--- src/hdl/modular_exponentiation_core_defines.svh ---
// Assertion macros shared by the modular exponentiation RTL.
`ifndef MODULAR_EXPONENTIATION_CORE_DEFINES_SVH
`define MODULAR_EXPONENTIATION_CORE_DEFINES_SVH

// Same-cycle implication, disabled while reset is asserted.
`define MEXP_ASSERT_SAME(lbl, clk, rst_n, ante, cons, msg) \
  lbl: assert property (@(posedge clk) disable iff (!rst_n) (ante) |-> (cons)) \
    else $error(msg);

// Next-cycle implication, disabled while reset is asserted.
`define MEXP_ASSERT_NEXT(lbl, clk, rst_n, ante, cons, msg) \
  lbl: assert property (@(posedge clk) disable iff (!rst_n) (ante) |=> (cons)) \
    else $error(msg);

`endif

--- src/hdl/mexp_pkg.sv ---
// Package for the modular exponentiation core: defaults and operation codes.
`default_nettype none

package mexp_pkg;

  // Default operand width and modulus after reset.
  localparam int          OPERAND_WIDTH_DEF = 31;
  localparam logic [63:0] MODULUS_RESET     = 64'd65537;

  // Operation codes.
  localparam logic OP_POWER   = 1'b0;
  localparam logic OP_INVERSE = 1'b1;

endpackage

`default_nettype wire

--- src/hdl/modular_exponentiation_core.sv ---
// Modular exponentiation core: square-and-multiply over a shared modular step unit.
//
//  channel  | ports                                     | handshake
//  ---------+-------------------------------------------+---------------------------
//  input    | in_operation, in_base, in_exponent        | start & !busy
//  result   | out_result                                | out_valid, one-cycle strobe
//  config   | cfg_data (modulus)                        | cfg_valid & cfg_ready
//
// One word runs setup and base reduction, then, for each exponent bit up to the highest
// set one, bit control, a multiply when the bit is set, and a squaring.
// Every reduction, multiply and squaring runs on the one shared double-and-add modular step, one bit a cycle.
// A modulus below two returns 0 in the cycle after start.
// Synchronous active-low reset clears control and loads the modulus reset value.
// The result cannot be stalled; the next word is taken while a result is shown.
`default_nettype none
`include "modular_exponentiation_core_defines.svh"

module modular_exponentiation_core
  import mexp_pkg::*;
#(
  parameter int W = OPERAND_WIDTH_DEF
) (
  input  wire logic         clk,
  input  wire logic         rst_n,
  input  wire logic         start,
  output logic              busy,
  input  wire logic         in_operation,
  input  wire logic [W-1:0] in_base,
  input  wire logic [W-1:0] in_exponent,
  output logic              out_valid,
  output logic [W-1:0]      out_result,
  input  wire logic         cfg_valid,
  output logic              cfg_ready,
  input  wire logic [W-1:0] cfg_data
);

  localparam int CW = $clog2(W);
  localparam int XW = W + 2;

  // Sequencer codes.
  localparam logic [2:0] S_IDLE = 3'd0;
  localparam logic [2:0] S_RED  = 3'd1;
  localparam logic [2:0] S_EXP  = 3'd2;
  localparam logic [2:0] S_MUL  = 3'd3;
  localparam logic [2:0] S_SQR  = 3'd4;

  logic [2:0]    state_r, state_nxt;
  logic [CW-1:0] cnt_r, cnt_nxt;
  logic [W-1:0]  mod_r, mod_nxt;
  logic [W-1:0]  acc_r, acc_nxt;
  logic [W-1:0]  sq_r, sq_nxt;
  logic [W-1:0]  exp_r, exp_nxt;
  logic [W-1:0]  prod_r, prod_nxt;
  logic [W-1:0]  mplr_r, mplr_nxt;
  logic          out_valid_r, out_valid_nxt;
  logic [W-1:0]  out_result_r, out_result_nxt;

  logic [XW-1:0] addend;
  logic [XW-1:0] step_sum;
  logic [XW-1:0] mod1;
  logic [XW-1:0] mod2;
  logic [XW-1:0] step_red;
  logic [W-1:0]  step_out;
  logic          accept;

  assign busy       = (state_r != S_IDLE);
  assign cfg_ready  = !busy;
  assign accept     = start && !busy;
  assign out_valid  = out_valid_r;
  assign out_result = out_result_r;

  // Shared step: 2*p + addend reduced below the modulus (value stays below 3m).
  always_comb begin
    if (state_r == S_RED) begin
      addend = {{(XW-1){1'b0}}, mplr_r[W-1]};
    end else begin
      addend = mplr_r[W-1] ? {2'b00, sq_r} : '0;
    end
    step_sum = {1'b0, prod_r, 1'b0} + addend;
    mod1     = {2'b00, mod_r};
    mod2     = {1'b0, mod_r, 1'b0};
    priority if (step_sum >= mod2) begin
      step_red = step_sum - mod2;
    end else if (step_sum >= mod1) begin
      step_red = step_sum - mod1;
    end else begin
      step_red = step_sum;
    end
    step_out = step_red[W-1:0];
  end

  // Sequencer and datapath next state.
  always_comb begin
    state_nxt      = state_r;
    cnt_nxt        = cnt_r;
    mod_nxt        = mod_r;
    acc_nxt        = acc_r;
    sq_nxt         = sq_r;
    exp_nxt        = exp_r;
    prod_nxt       = prod_r;
    mplr_nxt       = mplr_r;
    out_valid_nxt  = 1'b0;
    out_result_nxt = out_result_r;

    // Take a modulus word while idle.
    if (cfg_valid && cfg_ready) begin
      mod_nxt = cfg_data;
    end

    unique case (state_r)
      S_IDLE: begin
        if (accept) begin
          if (mod_r < W'(2)) begin
            out_valid_nxt  = 1'b1;
            out_result_nxt = '0;
          end else begin
            state_nxt = S_RED;
            cnt_nxt   = CW'(W - 1);
            prod_nxt  = '0;
            mplr_nxt  = in_base;
            acc_nxt   = W'(1);
            exp_nxt   = (in_operation == OP_INVERSE) ? (mod_r - W'(2)) : in_exponent;
          end
        end
      end
      S_RED, S_MUL, S_SQR: begin
        // Advance one multiplier bit, MSB first.
        prod_nxt = step_out;
        mplr_nxt = {mplr_r[W-2:0], 1'b0};
        cnt_nxt  = cnt_r - CW'(1);
        if (cnt_r == '0) begin
          unique case (state_r)
            S_RED: begin
              sq_nxt    = step_out;
              state_nxt = S_EXP;
            end
            S_MUL: begin
              acc_nxt   = step_out;
              prod_nxt  = '0;
              mplr_nxt  = sq_r;
              cnt_nxt   = CW'(W - 1);
              state_nxt = S_SQR;
            end
            default: begin
              sq_nxt    = step_out;
              exp_nxt   = {1'b0, exp_r[W-1:1]};
              state_nxt = S_EXP;
            end
          endcase
        end
      end
      S_EXP: begin
        // Drop to idle once no exponent bits remain.
        prod_nxt = '0;
        cnt_nxt  = CW'(W - 1);
        if (exp_r == '0) begin
          out_valid_nxt  = 1'b1;
          out_result_nxt = acc_r;
          state_nxt      = S_IDLE;
        end else if (exp_r[0]) begin
          mplr_nxt  = acc_r;
          state_nxt = S_MUL;
        end else begin
          mplr_nxt  = sq_r;
          state_nxt = S_SQR;
        end
      end
      default: begin
        state_nxt = S_IDLE;
      end
    endcase
  end

  // Control registers with reset.
  always_ff @(posedge clk) begin
    if (!rst_n) begin
      state_r     <= S_IDLE;
      cnt_r       <= '0;
      out_valid_r <= 1'b0;
      mod_r       <= MODULUS_RESET[W-1:0];
    end else begin
      state_r     <= state_nxt;
      cnt_r       <= cnt_nxt;
      out_valid_r <= out_valid_nxt;
      mod_r       <= mod_nxt;
    end
  end

  // Payload registers.
  always_ff @(posedge clk) begin
    acc_r        <= acc_nxt;
    sq_r         <= sq_nxt;
    exp_r        <= exp_nxt;
    prod_r       <= prod_nxt;
    mplr_r       <= mplr_nxt;
    out_result_r <= out_result_nxt;
  end

  `MEXP_ASSERT_SAME(a_partial_reduced, clk, rst_n,
    (state_r == S_RED || state_r == S_MUL || state_r == S_SQR), (prod_r < mod_r),
    "partial product not reduced below modulus")
  `MEXP_ASSERT_SAME(a_result_reduced, clk, rst_n,
    (out_valid_r && mod_r >= W'(2)), (out_result_r < mod_r),
    "result not reduced below modulus")
  `MEXP_ASSERT_SAME(a_no_strobe_busy, clk, rst_n,
    busy, !out_valid_r,
    "result strobe while a word is in progress")
  `MEXP_ASSERT_NEXT(a_start_progress, clk, rst_n,
    accept, (busy || out_valid_r),
    "accepted word neither started nor answered")

endmodule

`default_nettype wire

--- config.mk ---
export PLATFORM = sky130hd
export DESIGN_NAME = modular_exponentiation_core
export DESIGN_NICKNAME = d
export VERILOG_FILES = /design/src/hdl/mexp_pkg.sv /design/src/hdl/modular_exponentiation_core.sv
export VERILOG_INCLUDE_DIRS = /design/src /design/src/hdl
export SDC_FILE = /design/constraint.sdc
export NUM_CORES = 1
export LEC_CHECK = 0
export BUFFER_PORTS_ARGS = -buffer_cell sky130_fd_sc_hd__buf_4
export CAP_MARGIN = 10
export CORE_ASPECT_RATIO = 0.5
export CORE_MARGIN = 8
export CORE_UTILIZATION = 54
export CTS_CLUSTER_SIZE = 16
export DETAILED_ROUTE_END_ITERATION = 8
export GPL_TIMING_DRIVEN = 1
export PLACE_DENSITY = 0.83
export SKIP_CTS_REPAIR_TIMING = 1
export SYNTH_ARGS = -nofsm -noshare
export SYNTH_HDL_FRONTEND = slang
export SYNTH_SLANG_ARGS = --single-unit
--- constraint.sdc ---
create_clock -name clk -period 9.37 [get_ports clk]
set_input_delay 1.874 -clock clk [delete_from_list [all_inputs] [get_ports clk]]
set_output_delay 1.874 -clock clk [all_outputs]
set_load 0.02 [all_outputs]
==> results_tabular.tex, run 1 <==
\begin{tabular}{lr}
\hline
Metric & Value \\
\hline
\multicolumn{2}{l}{\textbf{Die}} \\
Starting density of the core & 55.1\% \\
Die area & 35800 um\^{}2 \\
Standard-cell row count & 44 \\
Chip width & 260 um \\
Die height & 138 um \\
Number of top-level pins & 132 \\
Core area & 29100 um\^{}2 \\
\multicolumn{2}{l}{\textbf{Placement}} \\
Final GP Congestion & 0.989 \\
Cell area reported after detailed placement & 17300 um\^{}2 \\
Count of buffers from port buffering & 131 \\
HPWL after DPL & 37500 um \\
\multicolumn{2}{l}{\textbf{Global routing}} \\
Pin count of the biggest net entering global routing & 79 \\
Overall routing resource usage & 26.7\% \\
Total overflow reported by the global router & 0 \\
Number of global-route vias before repair & 12863 \\
Global-route wire length before repair & 74900 um \\
Antenna violations before repair & 1 \\
\multicolumn{2}{l}{\textbf{CTS}} \\
Inserted Clock Buffers & 21 \\
Number of clock sinks seen by CTS & 226 \\
Insertion delay of the later-clocked pin in the worst-skew pair & 0.54 ns \\
Clock tree from TritonCTS & yes \\
Number of H-tree levels & 1 \\
Clock transition at path regs & 0.07 ns \\
Clock buffer depth & 3 \\
Clock tree root buffer cell & sky130\_fd\_sc\_hd\_\_clkbuf\_16 \\
\multicolumn{2}{l}{\textbf{Final layout}} \\
Most common cell after layout, fill and taps aside & sky130\_fd\_sc\_hd\_\_nand2\_1 \\
Leading cell types in the layout, fill and taps excluded & sky130\_fd\_sc\_hd\_\_nand2\_1 (190), sky130\_fd\_sc\_hd\_\_edfxtp\_1 (186), sky130\_fd\_sc\_hd\_\_buf\_4 (148), sky130\_fd\_sc\_hd\_\_a21oi\_1 (137), sky130\_fd\_sc\_hd\_\_o21ai\_0 (111) \\
Final standard cell area without fillers & 18000 um\^{}2 \\
Area added between synthesis and finish & 12.3\% \\
Fraction of layout instances using a drive strength above 1 & 11.9\% \\
Net count, final & 2017 \\
\multicolumn{2}{l}{\textbf{Worst setup path}} \\
Count of buffer and inverter cells on the critical path & 1 \\
Critical Path Source Type & flop \\
Cell chain of the critical path & nand2b\_1, nor2\_1, nor2b\_2, and2\_1, ha\_1, a211oi\_1, o21ai\_0, o21ai\_0, and2\_1, nor4\_1, nor3\_1, xnor2\_1, ha\_1, a211oi\_1, o21bai\_1, a211oi\_1, o21ai\_0, a41oi\_1, a211oi\_1, nor2\_4, buf\_4, nor2\_1, a211oi\_1 \\
Dominant delay contributor by cell family on the critical path & simple AND/OR/NAND/NOR gates \\
Worst-path maximum fanout & 47 \\
Arrival @ worst endpoint & 8.15 ns \\
CP peak stage delay & 0.81 ns \\
Library cell appearing most often on the critical path & sky130\_fd\_sc\_hd\_\_a211oi\_1 \\
Worst path required time & 9.68 ns \\
Critical path class & reg -> reg \\
Element type at the critical path end & flop \\
Slowest stage cell on the critical path & sky130\_fd\_sc\_hd\_\_nor2b\_2 \\
\multicolumn{2}{l}{\textbf{Timing}} \\
Final setup fails & 0 \\
Clock tree skew after final layout & 0.0181 ns \\
Worst max-slew margin expressed relative to the limit & 23.0\% \\
Max Clk Rate & 128 MHz \\
Summed negative setup slack over all endpoints & 0 ns \\
Worst Max-Slew Pin Slew & 1.16 ns \\
Hold violation count in the final report & 0 \\
Final min period & 7.84 ns \\
Unrepaired setup endpoints after global routing & false \\
Number of slew-limit violations in the final report & 0 \\
Final cycle utilization of the critical path & 83.7\% \\
\multicolumn{2}{l}{\textbf{Yosys}} \\
Portion of the post-synthesis area used by sequential elements & 39.9\% \\
Flop and latch count out of synthesis & 226 \\
Synth warn & 0 \\
Average cell area after synthesis & 9.21 um\^{}2 \\
Gate count of the mapped netlist & 1738 \\
EDFF count, synth & 186 \\
Most common flop cell mapped by yosys & sky130\_fd\_sc\_hd\_\_edfxtp\_1 \\
Unique masters post-synth & 75 \\
Cell area after technology mapping & 16000 um\^{}2 \\
Post-Syn Nets & 1933 \\
Post-synth ARST share & 0\% \\
\multicolumn{2}{l}{\textbf{Detailed routing}} \\
First-pass detailed-route iteration total & 5 \\
Vias after detailed routing & 14328 \\
Wire length reported by the detailed router & 49700 um \\
DRC Markers & 0 \\
WL/cell & 22.3 um \\
Post-route antenna net violation count & 0 \\
Vias per cell & 6.43 \\
Drt first-iter violations & 1953 \\
\multicolumn{2}{l}{\textbf{Flow run}} \\
Number of maximum-capacitance violations & 0 \\
\multicolumn{2}{l}{\textbf{Run status}} \\
Status & completed \\
\multicolumn{2}{l}{\textbf{Min path}} \\
Type of the tightest min-delay check & reg -> reg \\
\hline
\end{tabular}
-- area by class of cell --
type	count	area, um^2
Clock buffer	28	562
Fill cell	2440	11100
Multi-Input combinational cell	1369	9130
Clock inverter	10	82.6
Antenna cell	2	5.00
Timing Repair Buffer	148	1110
Tap cell	391	489
Sequential cell	226	6390
Inverter	56	210
-- metal layers --
metal	part of all wire [%]	vias to the layer above	wire, um	GRT usage, %
li1	-	6709	-	-
met1	45	6730	22300	40.6
met2	40	824	19700	36.6
met3	14	65	6790	7.97
met4	1.8	0	899	5.54
met5	0	-	0	0
-- cell usage after synthesis (5+ instances only) --
| cell type | number | area [um^2] |
|---|---|---|
| sky130_fd_sc_hd__a211oi_1 | 53 | 398 |
| sky130_fd_sc_hd__a21o_1 | 36 | 270 |
| sky130_fd_sc_hd__a21oi_1 | 139 | 696 |
| sky130_fd_sc_hd__a311oi_1 | 6 | 52.6 |
| sky130_fd_sc_hd__a31oi_1 | 13 | 81.3 |
| sky130_fd_sc_hd__and2_1 | 36 | 225 |
| sky130_fd_sc_hd__and3_1 | 45 | 282 |
| sky130_fd_sc_hd__buf_1 | 6 | 22.5 |
| sky130_fd_sc_hd__clkbuf_1 | 75 | 282 |
| sky130_fd_sc_hd__dfxtp_1 | 40 | 801 |
| sky130_fd_sc_hd__edfxtp_1 | 186 | 5590 |
| sky130_fd_sc_hd__ha_1 | 94 | 1180 |
| sky130_fd_sc_hd__inv_1 | 55 | 206 |
| sky130_fd_sc_hd__mux2i_1 | 81 | 811 |
| sky130_fd_sc_hd__nand2_1 | 192 | 721 |
| sky130_fd_sc_hd__nand2b_1 | 8 | 50.1 |
| sky130_fd_sc_hd__nand3_1 | 84 | 420 |
| sky130_fd_sc_hd__nand4_1 | 20 | 125 |
| sky130_fd_sc_hd__nor2_1 | 83 | 312 |
| sky130_fd_sc_hd__nor2b_1 | 17 | 106 |
| sky130_fd_sc_hd__nor3_1 | 39 | 195 |
| sky130_fd_sc_hd__nor4_1 | 17 | 106 |
| sky130_fd_sc_hd__o211a_1 | 5 | 50.1 |
| sky130_fd_sc_hd__o211ai_1 | 10 | 75.1 |
| sky130_fd_sc_hd__o21a_1 | 15 | 113 |
| sky130_fd_sc_hd__o21ai_0 | 111 | 556 |
| sky130_fd_sc_hd__o21ai_1 | 11 | 55.1 |
| sky130_fd_sc_hd__o21bai_1 | 9 | 67.6 |
| sky130_fd_sc_hd__o221ai_1 | 26 | 228 |
| sky130_fd_sc_hd__o22ai_1 | 10 | 62.6 |
| sky130_fd_sc_hd__o31ai_1 | 5 | 37.5 |
| sky130_fd_sc_hd__or2_2 | 12 | 75.1 |
| sky130_fd_sc_hd__or3_1 | 22 | 138 |
| sky130_fd_sc_hd__or4_1 | 7 | 52.6 |
| sky130_fd_sc_hd__xnor2_1 | 67 | 587 |
| sky130_fd_sc_hd__xor2_1 | 31 | 272 |
-- worst paths after layout --
check | start | to | slack (ns) | cells past startpoint
setup reg to reg | state_r[2] | acc_r[25] | 1.53 | 23
hold / removal | mod_r[15] | mod_r[15] | 0.47 | 2
hold reg to reg | mod_r[15] | mod_r[15] | 0.47 | 2
setup / recovery | state_r[2] | acc_r[25] | 1.53 | 23
-- state kept, by name, indices dropped and copies added, names as in the netlist --
register and cells:
out_result 31, state_r 3, exp_r 31, acc_r 31, mplr_r 31, prod_r 31, sq_r 31, out_valid 1
cnt_r 5, mod_r 31
-- kinds of logic after synthesis --
| kind of cell | synth area share (%) |
|---|---|
| multiplexers | 5.20 |
| AO/OA/AOI/OAI | 19.6 |
| XOR/XNOR | 5.36 |
| adder cells (fa/ha/maj) | 7.72 |
| AND/OR/NAND/NOR | 18.7 |
| buffers and inverters | 3.59 |
| flip-flops | 39.9 |
-- worst register-to-register path: stages (launching register included) --
cell	delay (ns)
sky130_fd_sc_hd__dfxtp_1	0.71
sky130_fd_sc_hd__nand2b_1	0.23
sky130_fd_sc_hd__nor2_1	0.08
sky130_fd_sc_hd__nor2b_2	0.81
sky130_fd_sc_hd__and2_1	0.24
sky130_fd_sc_hd__ha_1	0.28
sky130_fd_sc_hd__a211oi_1	0.39
sky130_fd_sc_hd__o21ai_0	0.18
sky130_fd_sc_hd__o21ai_0	0.36
sky130_fd_sc_hd__and2_1	0.28
sky130_fd_sc_hd__nor4_1	0.07
sky130_fd_sc_hd__nor3_1	0.19
sky130_fd_sc_hd__xnor2_1	0.28
sky130_fd_sc_hd__ha_1	0.39
sky130_fd_sc_hd__a211oi_1	0.27
sky130_fd_sc_hd__o21bai_1	0.11
sky130_fd_sc_hd__a211oi_1	0.22
sky130_fd_sc_hd__o21ai_0	0.12
sky130_fd_sc_hd__a41oi_1	0.39
sky130_fd_sc_hd__a211oi_1	0.21
sky130_fd_sc_hd__nor2_4	0.67
sky130_fd_sc_hd__buf_4	0.55
sky130_fd_sc_hd__nor2_1	0.19
sky130_fd_sc_hd__a211oi_1	0.38
-- stage by stage --
stage	utilization [%]	hold slack, ns	cells	setup WS, ns
floorplan	-	0.436	1738	3.70
global placement	59.6	0.462	2190	1.88
detailed placement	59.6	0.458	2190	1.74
CTS	61.8	0.467	2228	1.72
global route	61.8	0.489	2228	0.994
finish	61.9	0.469	2230	1.53
Power of run 1 is left out: the tool's default activity adds up to more than one toggle a clock period on the data nets, which glitch-free logic cannot reach.
==> run 2, diff against run 1 <==
--- a/config.mk
+++ b/config.mk
@@ -14,7 +14,7 @@
 export CTS_CLUSTER_SIZE = 16
 export DETAILED_ROUTE_END_ITERATION = 8
 export GPL_TIMING_DRIVEN = 1
-export PLACE_DENSITY = 0.83
+export PLACE_DENSITY = 0.86
 export SKIP_CTS_REPAIR_TIMING = 1
 export SYNTH_ARGS = -nofsm -noshare
 export SYNTH_HDL_FRONTEND = slang
==> constraint.sdc (replaced) <==
create_clock -name clk -period 7.2 [get_ports clk]
set_input_delay 1.44 -clock clk [delete_from_list [all_inputs] [get_ports clk]]
set_output_delay 1.44 -clock clk [all_outputs]
set_load 0.02 [all_outputs]
==> run 2 against run 1 <==
First-iteration DRC count is 11% higher. Worst hold slack lost 0.0062 ns. Global-route usage is 1.1 points higher. Sequential share of layout area is 0.30 points lower. Die area unchanged.
==> results_tabular.tex, run 2 (synthesis results as in run 1) <==
\begin{tabular}{lr}
\hline
Metric & Value \\
\hline
\multicolumn{2}{l}{\textbf{Run status}} \\
Status & completed \\
\multicolumn{2}{l}{\textbf{Global routing}} \\
Pin count of the biggest net entering global routing & 86 \\
Total overflow reported by the global router & 0 \\
Number of global-route vias before repair & 13487 \\
Overall routing resource usage & 27.8\% \\
Antenna violations before repair & 1 \\
Global-route wire length before repair & 78000 um \\
\multicolumn{2}{l}{\textbf{Die}} \\
Standard-cell row count & 44 \\
Chip width & 260 um \\
Core area & 29100 um\^{}2 \\
Starting density of the core & 55.1\% \\
Die height & 138 um \\
Die area & 35800 um\^{}2 \\
Number of top-level pins & 132 \\
\multicolumn{2}{l}{\textbf{Final layout}} \\
Number of diodes added for antenna fixing & 0 \\
Most common cell after layout, fill and taps aside & sky130\_fd\_sc\_hd\_\_nand2\_1 \\
Total of fill cells in the finished design & 2450 \\
Multi-input logic area & 9140 um\^{}2 \\
Sequential cell area & 6390 um\^{}2 \\
Leading cell types in the layout, fill and taps excluded & sky130\_fd\_sc\_hd\_\_nand2\_1 (190), sky130\_fd\_sc\_hd\_\_edfxtp\_1 (186), sky130\_fd\_sc\_hd\_\_buf\_4 (162), sky130\_fd\_sc\_hd\_\_a21oi\_1 (137), sky130\_fd\_sc\_hd\_\_o21ai\_0 (111) \\
Final design utilization & 62.4\% \\
Area added between synthesis and finish & 13.3\% \\
Final Instance Count excl. Fillers & 2245 \\
Fraction of layout instances using a drive strength above 1 & 12.7\% \\
Net count, final & 2033 \\
\multicolumn{2}{l}{\textbf{CTS}} \\
Number of H-tree levels & 1 \\
Clock transition at path regs & 0.07 ns \\
Number of clock sinks seen by CTS & 226 \\
Inserted Clock Buffers & 22 \\
Clock buffer depth & 3 \\
Insertion delay of the later-clocked pin in the worst-skew pair & 0.54 ns \\
Clock tree from TritonCTS & yes \\
Clock tree root buffer cell & sky130\_fd\_sc\_hd\_\_clkbuf\_16 \\
\multicolumn{2}{l}{\textbf{Detailed routing}} \\
Length of routed met3 wiring & 7550 um \\
Vias per cell & 6.49 \\
DRC Markers & 0 \\
Drt first-iter violations & 2167 \\
Wire length reported by the detailed router & 50800 um \\
Post-route met1 wirelength & 21500 um \\
First-pass detailed-route iteration total & 6 \\
Routed wire length on met2 & 20500 um \\
Post-route antenna net violation count & 0 \\
Vias after detailed routing & 14566 \\
Highest metal layer with signal wires & met4 \\
WL/cell & 22.6 um \\
\multicolumn{2}{l}{\textbf{Worst setup path}} \\
Path depth of the worst reg2reg path & 23 \\
CP peak stage delay & 0.58 ns \\
Arrival @ worst endpoint & 7.00 ns \\
Slowest stage cell on the critical path & sky130\_fd\_sc\_hd\_\_dfxtp\_1 \\
Critical path class & reg -> reg \\
Worst-path maximum fanout & 15 \\
Worst reg2reg endpoint & prod\_r[21] \\
Count of buffer and inverter cells on the critical path & 1 \\
Critical Path Source Type & flop \\
Element type at the critical path end & flop \\
Cell chain of the critical path & nand2b\_1, nor2\_1, nor2b\_1, and2\_1, ha\_1, a211oi\_1, o21ai\_0, o21ai\_0, and2\_1, nor3\_1, or3b\_2, xor2\_1, ha\_1, a21o\_1, a21o\_1, a21oi\_1, nand3\_1, nor3\_1, o32a\_4, nand2\_4, buf\_12, mux2i\_1, a211oi\_1 \\
Worst reg2reg startpoint & state\_r[0] \\
Worst path required time & 7.44 ns \\
R2R Setup Slk & 0.45 ns \\
Dominant delay contributor by cell family on the critical path & simple AND/OR/NAND/NOR gates \\
\multicolumn{2}{l}{\textbf{Placement}} \\
Number of instances in the placed design & 2205 \\
Count of buffers from port buffering & 131 \\
HPWL after DPL & 38700 um \\
Final GP Congestion & 1.07 \\
\multicolumn{2}{l}{\textbf{Min path}} \\
Worst hold path stage count & 2 \\
Type of the tightest min-delay check & reg -> reg \\
Endpoint of the worst hold path & mod\_r[15] \\
Launch point of the worst hold path & mod\_r[15] \\
\multicolumn{2}{l}{\textbf{Timing}} \\
Worst max-slew margin expressed relative to the limit & 26.9\% \\
Final worst hold slack & 0.463 ns \\
Final setup fails & 0 \\
Worst Max-Slew Pin Slew & 1.09 ns \\
Clock tree skew after final layout & 0.00984 ns \\
Max Clk Rate & 148 MHz \\
Summed negative setup slack over all endpoints & 0 ns \\
Final cycle utilization of the critical path & 93.8\% \\
Final min period & 6.75 ns \\
Hold violation count in the final report & 0 \\
Number of slew-limit violations in the final report & 0 \\
Unrepaired setup endpoints after global routing & false \\
\multicolumn{2}{l}{\textbf{Flow run}} \\
Number of maximum-capacitance violations & 0 \\
\hline
\end{tabular}
run 2: changes by cell type in the layout (fill, tap and decap cells not counted), sizes merged:
cell | previous run | this run
buf | 148 | 163
bufinv | 1 | 0
clkinvlp | 1 | 0
inv | 57 | 56
clkinv | 7 | 12
diode | 2 | 0
run 2: final cells by class:
cell class	instances	share of cell area [%]
clock buffers	28	3.30
inverters	56	1.16
clock inverters	12	0.400
flip-flops and latches	226	35.2
repair buffers	163	6.82
multi-input cells	1369	50.4
well taps	391	2.70
run 2: worst max path at each step:
stage	cells past startpoint	end	start
after floorplan	25	prod_r[15]	state_r[1]
after global routing	24	acc_r[19]	state_r[2]
after global placement	23	acc_r[19]	state_r[2]
after detailed placement	24	acc_r[19]	state_r[2]
final	23	prod_r[21]	state_r[0]
after CTS	24	acc_r[19]	state_r[2]
run 2: worst min-delay path, delay by kind of cell (launching register included):
| family | cells | cell delay [ns] |
|---|---|---|
| AOI/OAI and AO/OA | 1 | 0.05 |
| and+or+nand+nor | 1 | 0.05 |
| DFF | 1 | 0.31 |
run 2: layer usage:
layer  track usage, %  up-vias
li1                 -     6737
met1             40.4     6798
met2             39.8      936
met3             8.50       95
met4             6.59        0
met5                0        -
run 2: stage by stage:
stage	instance area (um^2)	setup slack (ns)
final	18100	0.446
after global routing	18100	0.0208
after CTS	18100	0.340
after detailed placement	17500	0.383
after global placement	17500	0.438
after floorplan	16000	1.85
Power of run 2 is left out for the same reason.
